## config.mk

```make
export PLATFORM = sky130hd
export DESIGN_NAME = multi_op_integer_alu
export DESIGN_NICKNAME = d
export VERILOG_FILES = /design/src/hw/rtl/mialu_pkg.sv /design/src/hw/rtl/mialu_mul.sv /design/src/hw/rtl/mialu_div.sv /design/src/hw/rtl/multi_op_integer_alu.sv
export SDC_FILE = /design/constraint.sdc
export NUM_CORES = 2
export LEC_CHECK = 0
export BUFFER_PORTS_ARGS = -buffer_cell sky130_fd_sc_hd__buf_2
export CORE_UTILIZATION = 59
export CTS_CLUSTER_DIAMETER = 150
export DETAILED_ROUTE_END_ITERATION = 10
export PLACE_DENSITY_LB_ADDON = 0.2
export RECOVER_POWER = 25
export REMOVE_ABC_BUFFERS = 1
export SLEW_MARGIN = 15
export SYNTH_ARGS = -nofsm -noshare
export SYNTH_HDL_FRONTEND = slang
export SYNTH_HIERARCHICAL = 1
export SYNTH_SLANG_ARGS = --single-unit
```

## constraint.sdc

```tcl
create_clock -name clk -period 7.79 [get_ports clk]
set_input_delay 1.1685 -clock clk [delete_from_list [all_inputs] [get_ports clk]]
set_output_delay 1.1685 -clock clk [all_outputs]
set_load 0.01 [all_outputs]
```

## src/hw/rtl/mialu_pkg.sv

```systemverilog
`default_nettype none
package mialu_pkg;
	localparam int unsigned DataWidthDefault = 32;
	localparam int unsigned IoWidth = 32;
	localparam int unsigned OpWidth = 3;

	typedef enum logic [2:0] {
		OP_ADD  = 3'd0,
		OP_SUB  = 3'd1,
		OP_MUL  = 3'd2,
		OP_DIV  = 3'd3,
		OP_POW  = 3'd4,
		OP_GCD  = 3'd5,
		OP_FACT = 3'd6,
		OP_NONE = 3'd7
	} op_t;

	typedef enum logic [3:0] {
		ST_IDLE,
		ST_MUL,
		ST_MUL_W,
		ST_DIV_GO,
		ST_DIV_W,
		ST_POW_SQ,
		ST_POW_SQ_W,
		ST_POW_ML,
		ST_POW_ML_W,
		ST_GCD_CHK,
		ST_GCD_W,
		ST_FACT_CHK,
		ST_FACT_W,
		ST_DONE
	} state_t;

	typedef struct packed {
		logic start;
		logic signed_div;
	} div_ctl_t;
endpackage
`default_nettype wire

```

## src/hw/rtl/mialu_mul.sv

```systemverilog
`default_nettype none
// Shared multiplier, W x W low half, one registered product.
module mialu_mul #(
	parameter int unsigned DATA_WIDTH = mialu_pkg::DataWidthDefault
) (
	input  wire logic                  clk,
	input  wire logic [DATA_WIDTH-1:0] x,
	input  wire logic [DATA_WIDTH-1:0] y,
	output logic      [DATA_WIDTH-1:0] p
);
	logic [DATA_WIDTH-1:0] p_q;
	always_ff @(posedge clk) begin
		p_q <= x * y;
	end
	assign p = p_q;
endmodule
`default_nettype wire

```

## src/hw/rtl/mialu_div.sv

```systemverilog
`default_nettype none
// Radix-2 restoring divider, one quotient bit per cycle, truncating.
module mialu_div #(
	parameter int unsigned DATA_WIDTH = mialu_pkg::DataWidthDefault
) (
	input  wire logic                  clk,
	input  wire logic                  arst_n,
	input  wire mialu_pkg::div_ctl_t   ctl,
	input  wire logic [DATA_WIDTH-1:0] num,
	input  wire logic [DATA_WIDTH-1:0] den,
	output logic                       done,
	output logic      [DATA_WIDTH-1:0] quo,
	output logic      [DATA_WIDTH-1:0] rem
);
	localparam int unsigned CW = $clog2(DATA_WIDTH + 1);
	logic [CW-1:0]         cnt_q;
	logic                  busy_q;
	logic [DATA_WIDTH-1:0] q_q, r_q, d_q;
	logic                  nq_q, nr_q;
	logic [DATA_WIDTH:0]   trial;
	logic [DATA_WIDTH-1:0] nmag, dmag;

	assign nmag  = num[DATA_WIDTH-1] ? -num : num;
	assign dmag  = den[DATA_WIDTH-1] ? -den : den;
	assign trial = {r_q, q_q[DATA_WIDTH-1]} - {1'b0, d_q};

	always_ff @(posedge clk or negedge arst_n) begin
		if (!arst_n) begin
			busy_q <= 1'b0;
			cnt_q  <= '0;
			done   <= 1'b0;
		end else begin
			done <= 1'b0;
			if (ctl.start) begin
				busy_q <= 1'b1;
				cnt_q  <= CW'(DATA_WIDTH);
			end else if (busy_q) begin
				cnt_q <= cnt_q - 1'b1;
				if (cnt_q == CW'(1)) begin
					busy_q <= 1'b0;
					done   <= 1'b1;
				end
			end
		end
	end

	always_ff @(posedge clk) begin
		if (ctl.start) begin
			q_q  <= nmag;
			r_q  <= '0;
			d_q  <= dmag;
			nq_q <= num[DATA_WIDTH-1] ^ den[DATA_WIDTH-1];
			nr_q <= num[DATA_WIDTH-1];
		end else if (busy_q) begin
			if (!trial[DATA_WIDTH]) begin
				r_q <= trial[DATA_WIDTH-1:0];
				q_q <= {q_q[DATA_WIDTH-2:0], 1'b1};
			end else begin
				r_q <= {r_q[DATA_WIDTH-2:0], q_q[DATA_WIDTH-1]};
				q_q <= {q_q[DATA_WIDTH-2:0], 1'b0};
			end
		end
	end

	assign quo = (ctl.signed_div && nq_q) ? -q_q : q_q;
	assign rem = nr_q ? -r_q : r_q;
endmodule
`default_nettype wire

```

## src/hw/rtl/multi_op_integer_alu.sv

```systemverilog
`default_nettype none
// Channel | Signals                                  | Beat
// in      | start, busy, operation, operand_a/_b     | start & !busy
// out     | done, result, error                      | done (one cycle)
//
// Add and subtract go from the start beat straight to ST_DONE; multiply
// passes through ST_MUL and ST_MUL_W first. Divide yields one quotient bit
// per cycle. Power uses square-and-multiply on the shared multiplier. GCD
// runs one divider pass per Euclid step; factorial one multiply per term
// until k > n or the product wraps to zero. Reset clears the sequencer only.
// The receiver cannot stall; busy stays high up to and including the done beat.
module multi_op_integer_alu #(
	parameter int unsigned DATA_WIDTH = mialu_pkg::DataWidthDefault
) (
	input  wire logic                         clk,
	input  wire logic                         arst_n,
	input  wire logic                         start,
	output logic                              busy,
	input  wire logic [mialu_pkg::OpWidth-1:0] operation,
	input  wire logic signed [mialu_pkg::IoWidth-1:0] operand_a,
	input  wire logic signed [mialu_pkg::IoWidth-1:0] operand_b,
	output logic                              done,
	output logic signed [mialu_pkg::IoWidth-1:0] result,
	output logic                              error
);
	localparam int unsigned W  = DATA_WIDTH;
	localparam int unsigned IW = mialu_pkg::IoWidth;

	mialu_pkg::state_t state_q, state_d;
	mialu_pkg::op_t    op_q;
	logic [W-1:0] a_q, b_q, acc_q;	// working operands, accumulator
	logic [W-1:0] mx, my, mp;
	logic [W-1:0] quo, rem;
	logic         div_done;
	mialu_pkg::div_ctl_t dctl;
	logic [W-1:0] a_ext, b_ext;
	logic [W-1:0] res_q;
	logic         err_q, done_q;
	logic         accept;	// input beat: start seen while not busy

	// sign-extend or truncate the 32-bit ports to working width
	function automatic logic [W-1:0] ext(input logic [IW-1:0] v);
		logic [W+IW-1:0] t;
		t = {{W{v[IW-1]}}, v};
		return t[W-1:0];
	endfunction

	// working width back to the 32-bit result port, sign-extended
	function automatic logic [IW-1:0] to_io(input logic [W-1:0] v);
		logic [W+IW-1:0] t;
		t = {{IW{v[W-1]}}, v};
		return t[IW-1:0];
	endfunction

	assign a_ext  = ext(operand_a);
	assign b_ext  = ext(operand_b);
	assign accept = start && !busy;

	mialu_mul #(.DATA_WIDTH(W)) u_mul (.clk(clk), .x(mx), .y(my), .p(mp));
	mialu_div #(.DATA_WIDTH(W)) u_div (
		.clk(clk), .arst_n(arst_n), .ctl(dctl), .num(a_q), .den(b_q),
		.done(div_done), .quo(quo), .rem(rem)
	);

	// multiplier operand steering
	always_comb begin
		mx = a_q;
		my = b_q;
		unique case (state_q)
			mialu_pkg::ST_POW_SQ:  begin mx = a_q;   my = a_q; end
			mialu_pkg::ST_POW_ML:  begin mx = acc_q; my = a_q; end
			mialu_pkg::ST_FACT_CHK: begin mx = acc_q; my = b_q; end
			default: ;
		endcase
	end

	always_ff @(posedge clk or negedge arst_n) begin
		if (!arst_n) state_q <= mialu_pkg::ST_IDLE;
		else         state_q <= state_d;
	end

	// next state and divider kick
	always_comb begin
		state_d = state_q;
		dctl.start = 1'b0;
		dctl.signed_div = (op_q == mialu_pkg::OP_DIV);
		unique case (state_q)
			mialu_pkg::ST_IDLE: begin
				if (accept) begin
					unique case (mialu_pkg::op_t'(operation))
						mialu_pkg::OP_MUL:  state_d = mialu_pkg::ST_MUL;
						mialu_pkg::OP_DIV:  state_d = (b_ext == '0) ?
							mialu_pkg::ST_DONE : mialu_pkg::ST_DIV_GO;
						mialu_pkg::OP_POW:  state_d = mialu_pkg::ST_POW_ML;
						mialu_pkg::OP_GCD:  state_d = mialu_pkg::ST_GCD_CHK;
						mialu_pkg::OP_FACT: state_d = mialu_pkg::ST_FACT_CHK;
						default:            state_d = mialu_pkg::ST_DONE;
					endcase
				end
			end
			mialu_pkg::ST_MUL:   state_d = mialu_pkg::ST_MUL_W;
			mialu_pkg::ST_MUL_W: state_d = mialu_pkg::ST_DONE;
			mialu_pkg::ST_DIV_GO: begin
				dctl.start = 1'b1;
				state_d = mialu_pkg::ST_DIV_W;
			end
			mialu_pkg::ST_DIV_W: if (div_done) state_d = mialu_pkg::ST_DONE;
			// b_q holds remaining exponent; multiply in when low bit set
			mialu_pkg::ST_POW_ML: begin
				if (b_q == '0 || b_q[W-1]) state_d = mialu_pkg::ST_DONE;
				else if (b_q[0])           state_d = mialu_pkg::ST_POW_ML_W;
				else                       state_d = mialu_pkg::ST_POW_SQ;
			end
			mialu_pkg::ST_POW_ML_W: state_d = mialu_pkg::ST_POW_SQ;
			mialu_pkg::ST_POW_SQ:   state_d = mialu_pkg::ST_POW_SQ_W;
			mialu_pkg::ST_POW_SQ_W: state_d = mialu_pkg::ST_POW_ML;
			mialu_pkg::ST_GCD_CHK: begin
				if (b_q == '0) state_d = mialu_pkg::ST_DONE;
				else begin
					dctl.start = 1'b1;
					state_d = mialu_pkg::ST_GCD_W;
				end
			end
			mialu_pkg::ST_GCD_W: if (div_done) state_d = mialu_pkg::ST_GCD_CHK;
			// b_q is k, a_q is n; stop on error (negative n), when k > n or product wrapped to zero
			mialu_pkg::ST_FACT_CHK: begin
				if (err_q || b_q > a_q || acc_q == '0) state_d = mialu_pkg::ST_DONE;
				else state_d = mialu_pkg::ST_FACT_W;
			end
			mialu_pkg::ST_FACT_W: state_d = mialu_pkg::ST_FACT_CHK;
			mialu_pkg::ST_DONE:   state_d = mialu_pkg::ST_IDLE;
			default:              state_d = mialu_pkg::ST_IDLE;
		endcase
	end

	// datapath
	always_ff @(posedge clk) begin
		unique case (state_q)
			mialu_pkg::ST_IDLE: if (accept) begin
				op_q  <= mialu_pkg::op_t'(operation);
				a_q   <= a_ext;
				b_q   <= b_ext;
				acc_q <= W'(1);
				err_q <= 1'b0;
				res_q <= '0;
				unique case (mialu_pkg::op_t'(operation))
					mialu_pkg::OP_ADD: res_q <= a_ext + b_ext;
					mialu_pkg::OP_SUB: res_q <= a_ext - b_ext;
					mialu_pkg::OP_DIV: err_q <= (b_ext == '0);
					mialu_pkg::OP_GCD: if ($signed(a_ext) < $signed(b_ext)) begin
						a_q <= b_ext;
						b_q <= a_ext;
					end
					mialu_pkg::OP_FACT: begin
						err_q <= a_ext[W-1];
						b_q   <= W'(2);
					end
					default: ;
				endcase
			end
			mialu_pkg::ST_MUL_W: res_q <= mp;
			mialu_pkg::ST_DIV_W: if (div_done) res_q <= quo;
			mialu_pkg::ST_POW_ML: begin
				if (b_q == '0 || b_q[W-1]) res_q <= acc_q;
			end
			mialu_pkg::ST_POW_ML_W: acc_q <= mp;
			mialu_pkg::ST_POW_SQ_W: begin
				a_q <= mp;
				b_q <= {1'b0, b_q[W-1:1]};
			end
			mialu_pkg::ST_GCD_CHK: if (b_q == '0) res_q <= a_q;
			mialu_pkg::ST_GCD_W: if (div_done) begin
				a_q <= b_q;
				b_q <= rem;
			end
			mialu_pkg::ST_FACT_CHK: begin
				if (!err_q && (b_q > a_q || acc_q == '0)) res_q <= acc_q;
			end
			mialu_pkg::ST_FACT_W: begin
				acc_q <= mp;
				b_q   <= b_q + 1'b1;
			end
			default: ;
		endcase
	end

	always_ff @(posedge clk or negedge arst_n) begin
		if (!arst_n) done_q <= 1'b0;
		else         done_q <= (state_q == mialu_pkg::ST_DONE);
	end

	assign busy   = (state_q != mialu_pkg::ST_IDLE) || done_q;
	assign done   = done_q;
	assign result = err_q ? '0 : to_io(res_q);
	assign error  = err_q;
endmodule
`default_nettype wire
```

-- Word level (Yosys, flattened, before mapping)
Index checks and enable logic that the tools add are counted.
- register bits: 275
- bits of input ports: 70
- logic and storage cells: 139
- $add $sub $neg: 9
- multiply operators: 1
- order comparisons: 2
- eq/ne operators: 27
- muxes and demuxes: 51
- bitwise operators: 1
- reductions and logical operators: 30
- operators with widths (cell ; number):
    $mux W32 ; 22
    $pmux W32 S2 ; 3
    $pmux W32 S6 ; 1
    $neg A32 Y32 ; 4
    $pmux W32 S4 ; 1
    $logic_not A32 Y1 ; 3
    $pmux W32 S3 ; 1
    $pmux W4 S13 ; 1
    $sub A33 B32 Y33 ; 1
    $add A32 B1 Y32 const B ; 1
    $add A32 B32 Y32 ; 1
    $gt A32 B32 Y1 ; 1
    $lt A32 B32 Y1 ; 1
    $mul A32 B32 Y32 ; 1
    $sub A32 B32 Y32 ; 1
    $mux W31 ; 1
    $eq A4 B4 Y1 const B ; 6
    $mux W4 ; 6
    $pmux W4 S5 ; 1
    $eq A4 B3 Y1 const B ; 4
    $mux W6 ; 2
    $eq A3 B2 Y1 const B ; 3
    $eq A3 B3 Y1 const B ; 3
    $mux W1 ; 9
    23 further kinds ; 43

-- Depth between registers and ports, before layout
- word-level depth: 6
- depth in mapped cells: 35

-- Cells and area by module
The synthesis kept the hierarchy.
- modules (own cells, without submodules) (module ; times used ; cells an instance ; area an instance (um2) ; seq. area each (um2)):
    mialu_mul ; 1 ; 1795 ; 16633.5 ; 640.6
    multi_op_integer_alu ; 1 ; 1584 ; 13349.1 ; 4088.9
    mialu_div ; 1 ; 1014 ; 8505.7 ; 2822.7

-- Least setup slack after synthesis
No wires, ideal clock.
- path type: register -> register
- start point: register state_q[0]
- end point: register u_mul.p_q[30], in the netlist u_mul/p[30]
- setup time: 0.072 ns
- arrival: 8.281 ns
- setup slack: -0.563 ns
- stages on the path, launching flop included: 33
- path buffers: 6
- path through: dfrtp_1 clkbuf_1 clkbuf_1 nand2_1 a21oi_1 clkbuf_1 clkbuf_1 nand2_1 o21ai_0 clkbuf_1 clkbuf_1 nand2_1 fa_1 fa_1 fa_1 inv_1 fa_1 inv_1 fa_1 inv_1 fa_1 fa_1 inv_1 fa_1 inv_1 ha_1 and3_1 a221oi_1 o21ai_0 a22oi_1 o21ai_1 a221oi_2 xnor2_1
- word-level cells in the longest chain between the ends: 4
- elaborated cells between the ends (all ways): 8
- classes of those cells: mul: 1; eq/ne: 3; mux: 2; reduce/logical: 2
- RTL lines (item ; line ; RTL):
    start: declaration ; multi_op_integer_alu.sv:29 ; mialu_pkg::state_t state_q, state_d;
    start signal: assignment ; multi_op_integer_alu.sv:78 ; if (!arst_n) state_q <= mialu_pkg::ST_IDLE;
    start signal: assignment ; multi_op_integer_alu.sv:79 ; else state_q <= state_d;
    $eq A4 B3 Y1 / $eq A4 B4 Y1 (equally long branches) ; multi_op_integer_alu.sv:69 ; unique case (state_q)
    $reduce_or A2 Y1 (no line) (*) ; -- ;
    $mux W32 (*) ; multi_op_integer_alu.sv:69 ;
    net mx[12] ; multi_op_integer_alu.sv:32 ; logic [W-1:0] mx, my, mp;
    $mul A32 B32 Y32 (*) ; mialu_mul.sv:13 ; p_q <= x * y;
    end signal: assignment ; mialu_mul.sv:13 ;
    end: declaration ; mialu_mul.sv:11 ; logic [DATA_WIDTH-1:0] p_q;
The timed path passes the listed nets; every way through them passes the cells marked *.
A chain may end at the register's enable or synchronous reset.

-- Worst setup path in the final report
- start point: register state_q[2]
- end point: register u_mul.p_q[31], in the netlist u_mul/p[31]
Same word-level chain as after synthesis.

==> results.toml <==
[run_status]
status = "finished with violations"
failed_checks = "max-capacitance violations, max-slew violations, negative setup slack"

[worst_setup_path]
crit_required_ns = 8.26
crit_slowest_cell = "fa_1"
slowest_delay_ns = 0.56
arrival_ns = 8.37
crit_path_start_kind = "flip-flop"
crit_top_cell = "fa_1"
end_kind = "flip-flop"
crit_fanout = 7
crit_type = "flip-flop to flip-flop"

[floorplan]
core_area_mm2 = 0.06446
start_util_pct = 59.70
dieWidth_um = 257.4
pin_count = 105
row_count = 93
die_area_mm2 = 0.06626
die_y_um = 257.4

[logic_synthesis]
synth-async-reset-ratio_pct = 4.727
syn-instance-count = 4393
yosysSeqAreaShare_pct = 19.62
yosys_register_bits = 275
avgSynthCellArea_um2 = 8.761
synth_area_leaders = "fa_1 (21%), edfxtp_1 (15%), ha_1 (8.4%), and2_1 (6.1%), inv_1 (5.5%)"
netlist_area_mm2 = 0.03849
netlist.area_leader.share_pct = 21.38
ys.flop_type = "edfxtp_1"
yosys_warnings = 6
synth_top_area_cell = "fa_1"
synth_edf_count = 198
netlist-cell-type-count = 94

[timing]
rsz0062_at_grt = "true"
setup_tns_ns = -0.2114
tightest_slew_ns = 1.696
fmaxAchievable_mhz = 126.5
fin_crit_ns = 7.904
slew_headroom_pct = -13.08
finalCritPeriodShare_pct = 101.5
finalSetupViolCount = 3
fin_ws_ns = -0.1140
skew_ns = 0.02126
slew_violations = 35
hold_viol = 0

[drt]
vias = 33830
wl_per_cell_um = 23.78
first_pass_iters = 8
ant_nets = 0
dr.first_iter.drc_count = 4559
via_per_inst = 6.199
drc_errors = 0
wl_mm = 129.8

[global_routing]
antenna_found_initial = 6
grt_pass1_wl_mm = 196.3
gr-usage-all-layers_pct = 38.77
grt_start_max_net_pins = 88
grt_pass1_vias = 32680
gr-total-overflow = 0

[layout]
postLayoutCellArea_mm2 = 0.04338
area_delta_synth_final_pct = 12.70
nets = 5317
drive_above_1_share_pct = 13.56

[placed_design]
dpl.hpwl_mm = 101.6
dp_slack_ns = -0.2963
placed_area_mm2 = 0.04137
place.gp.congestion = 0.9981
io_buffers = 104

[clock_network]
clkSlewWorstSetupHoldPaths_ns = 0.07
cts_root_buffer = "clkbuf_16"
clockBufferDepth = 3
cts_tree = "yes"
cts.sinks = 275
clk_latency_ns = 0.59
cts_buffers = 29
cts_hold_buf = 0
htree_num_levels = 1

[job]
cap_violations = 1

[worst_hold_path]
hp-class = "flip-flop to flip-flop"
## final timing paths
check | start | endpoint | slack, ns | cells past startpoint
worst max-delay path | state_q[2] | u_mul/p[31] | -0.11 | 31
worst min-delay path | u_div/cnt_q[5] | u_div/cnt_q[5] | 0.53 | 2
worst max register to register | state_q[2] | u_mul/p[31] | -0.11 | 31
worst min register to register | u_div/cnt_q[5] | u_div/cnt_q[5] | 0.53 | 2
max in group asynchronous | arst_n | state_q[2] | 6.37 | 1
min in group asynchronous | arst_n | done | 0.74 | 1
## Yosys cell counts (19+ instances only)
library cell    n
xnor2_1       197
a311oi_1       30
ha_1          258
o21ai_1        56
nand3_1        39
o21ai_0       161
a21o_1         54
inv_1         567
nand2b_1       35
a221oi_2       24
and2_1        375
a222oi_1       39
fa_1          411
mux2i_1        35
o31ai_1        36
nand2_1       424
buf_2          19
nand4_1        25
nor2_1        204
edfxtp_1      198
and3_1         54
clkbuf_1      211
a31oi_1        19
nor3_1         53
dfxtp_1        64
o211ai_1       41
nor4_1         43
xor2_1         92
nor2b_1        64
a21oi_1       223
a22oi_1        46
## cell type report
cell class / instances / area, µm²
sequential: 275 / 7555
timing repair buffer: 411 / 3207
inverter: 568 / 2132
multi-input combinational: 3293 / 28390
clock inverter: 9 / 78.83
fill: 5317 / 21090
antenna: 1 / 2.502
clock buffer: 45 / 940.9
tap: 855 / 1070
## layout by cell type, fill, tap and decap left out, drive strengths merged, types with 35 or more instances in the layout
cell / count
inv: 569
nand2: 425
fa: 411
buf: 401
and2: 375
ha: 258
a21oi: 227
o21ai: 218
nor2: 204
xnor2: 199
edfxtp: 198
xor2: 92
nor2b: 64
dfxtp: 64
clkbuf: 55
a21o: 54
and3: 54
nor3: 54
a22oi: 46
nor4: 43
o211ai: 41
a222oi: 39
nand3: 39
a221oi: 39
o31ai: 38
mux2i: 35
nand2b: 35
## worst max-delay path: cells and delay by family (launching register included)
family | cells | cell delay [ns]
flip-flops | 1 | 0.45
buffers and inverters | 10 | 1.10
AO/OA/AOI/OAI | 5 | 0.81
adder cells (fa/ha/maj) | 9 | 3.98
XOR/XNOR | 1 | 0.13
AND/OR/NAND/NOR | 6 | 1.27
## sequential cells by signal, summed over array words and instances (netlist names)
name,cells
error,1
u_div/done,1
u_div/nr_q,1
acc_q,32
u_div/cnt_q,6
state_q,4
u_div/d_q,32
u_div/nq_q,1
a_q,32
op_q,3
done,1
u_div/busy_q,1
u_mul/p,32
b_q,32
u_div/q_q,32
u_div/r_q,32
res_q,32
## cells by family (layout without fill, tap and decap cells)
kind of cell    Yosys count  count (layout)  synth area share, %
compound gates          908             908                16.17
xor+xnor                292             292                6.720
fa+ha+maj               669             669                29.76
buf+inv                 825            1033                8.267
flops                   275             275                19.62
mux                      40              40                1.057
other cells               0               1                    0
simple gates           1384            1384                18.40
## metrics by stage
step | hold slack (ns) | std cells | util [%]
final | 0.5262 | 5457 | 67.29
after floorplan | 0.4836 | 4136 | -
after detailed placement | 0.5135 | 5367 | 64.17
after global routing | 0.5525 | 5456 | 67.28
after CTS | 0.5198 | 5426 | 65.86
after global placement | 0.5010 | 5367 | 64.17
## metal layers
layer	vias up	GRT usage [%]	share of wire, %
met3	340	6.097	9.9
met4	2	18.61	5.8
met2	1807	58.12	44
met1	16490	54.83	41
li1	15190	-	-
met5	-	0	0.0077
## what timing repair did
| item | CTS | global route |
|---|---|---|
| pin swaps | 2 | 77 |
| setup buffers | 5 | 25 |
| gates resized for setup | 7 | 131 |
| cloned | 0 | 6 |
| setup endpoints to repair | 6 | 15 |
Power is left out: the tool's default activity adds up to more than one toggle a clock period on the data nets, which glitch-free logic cannot reach.
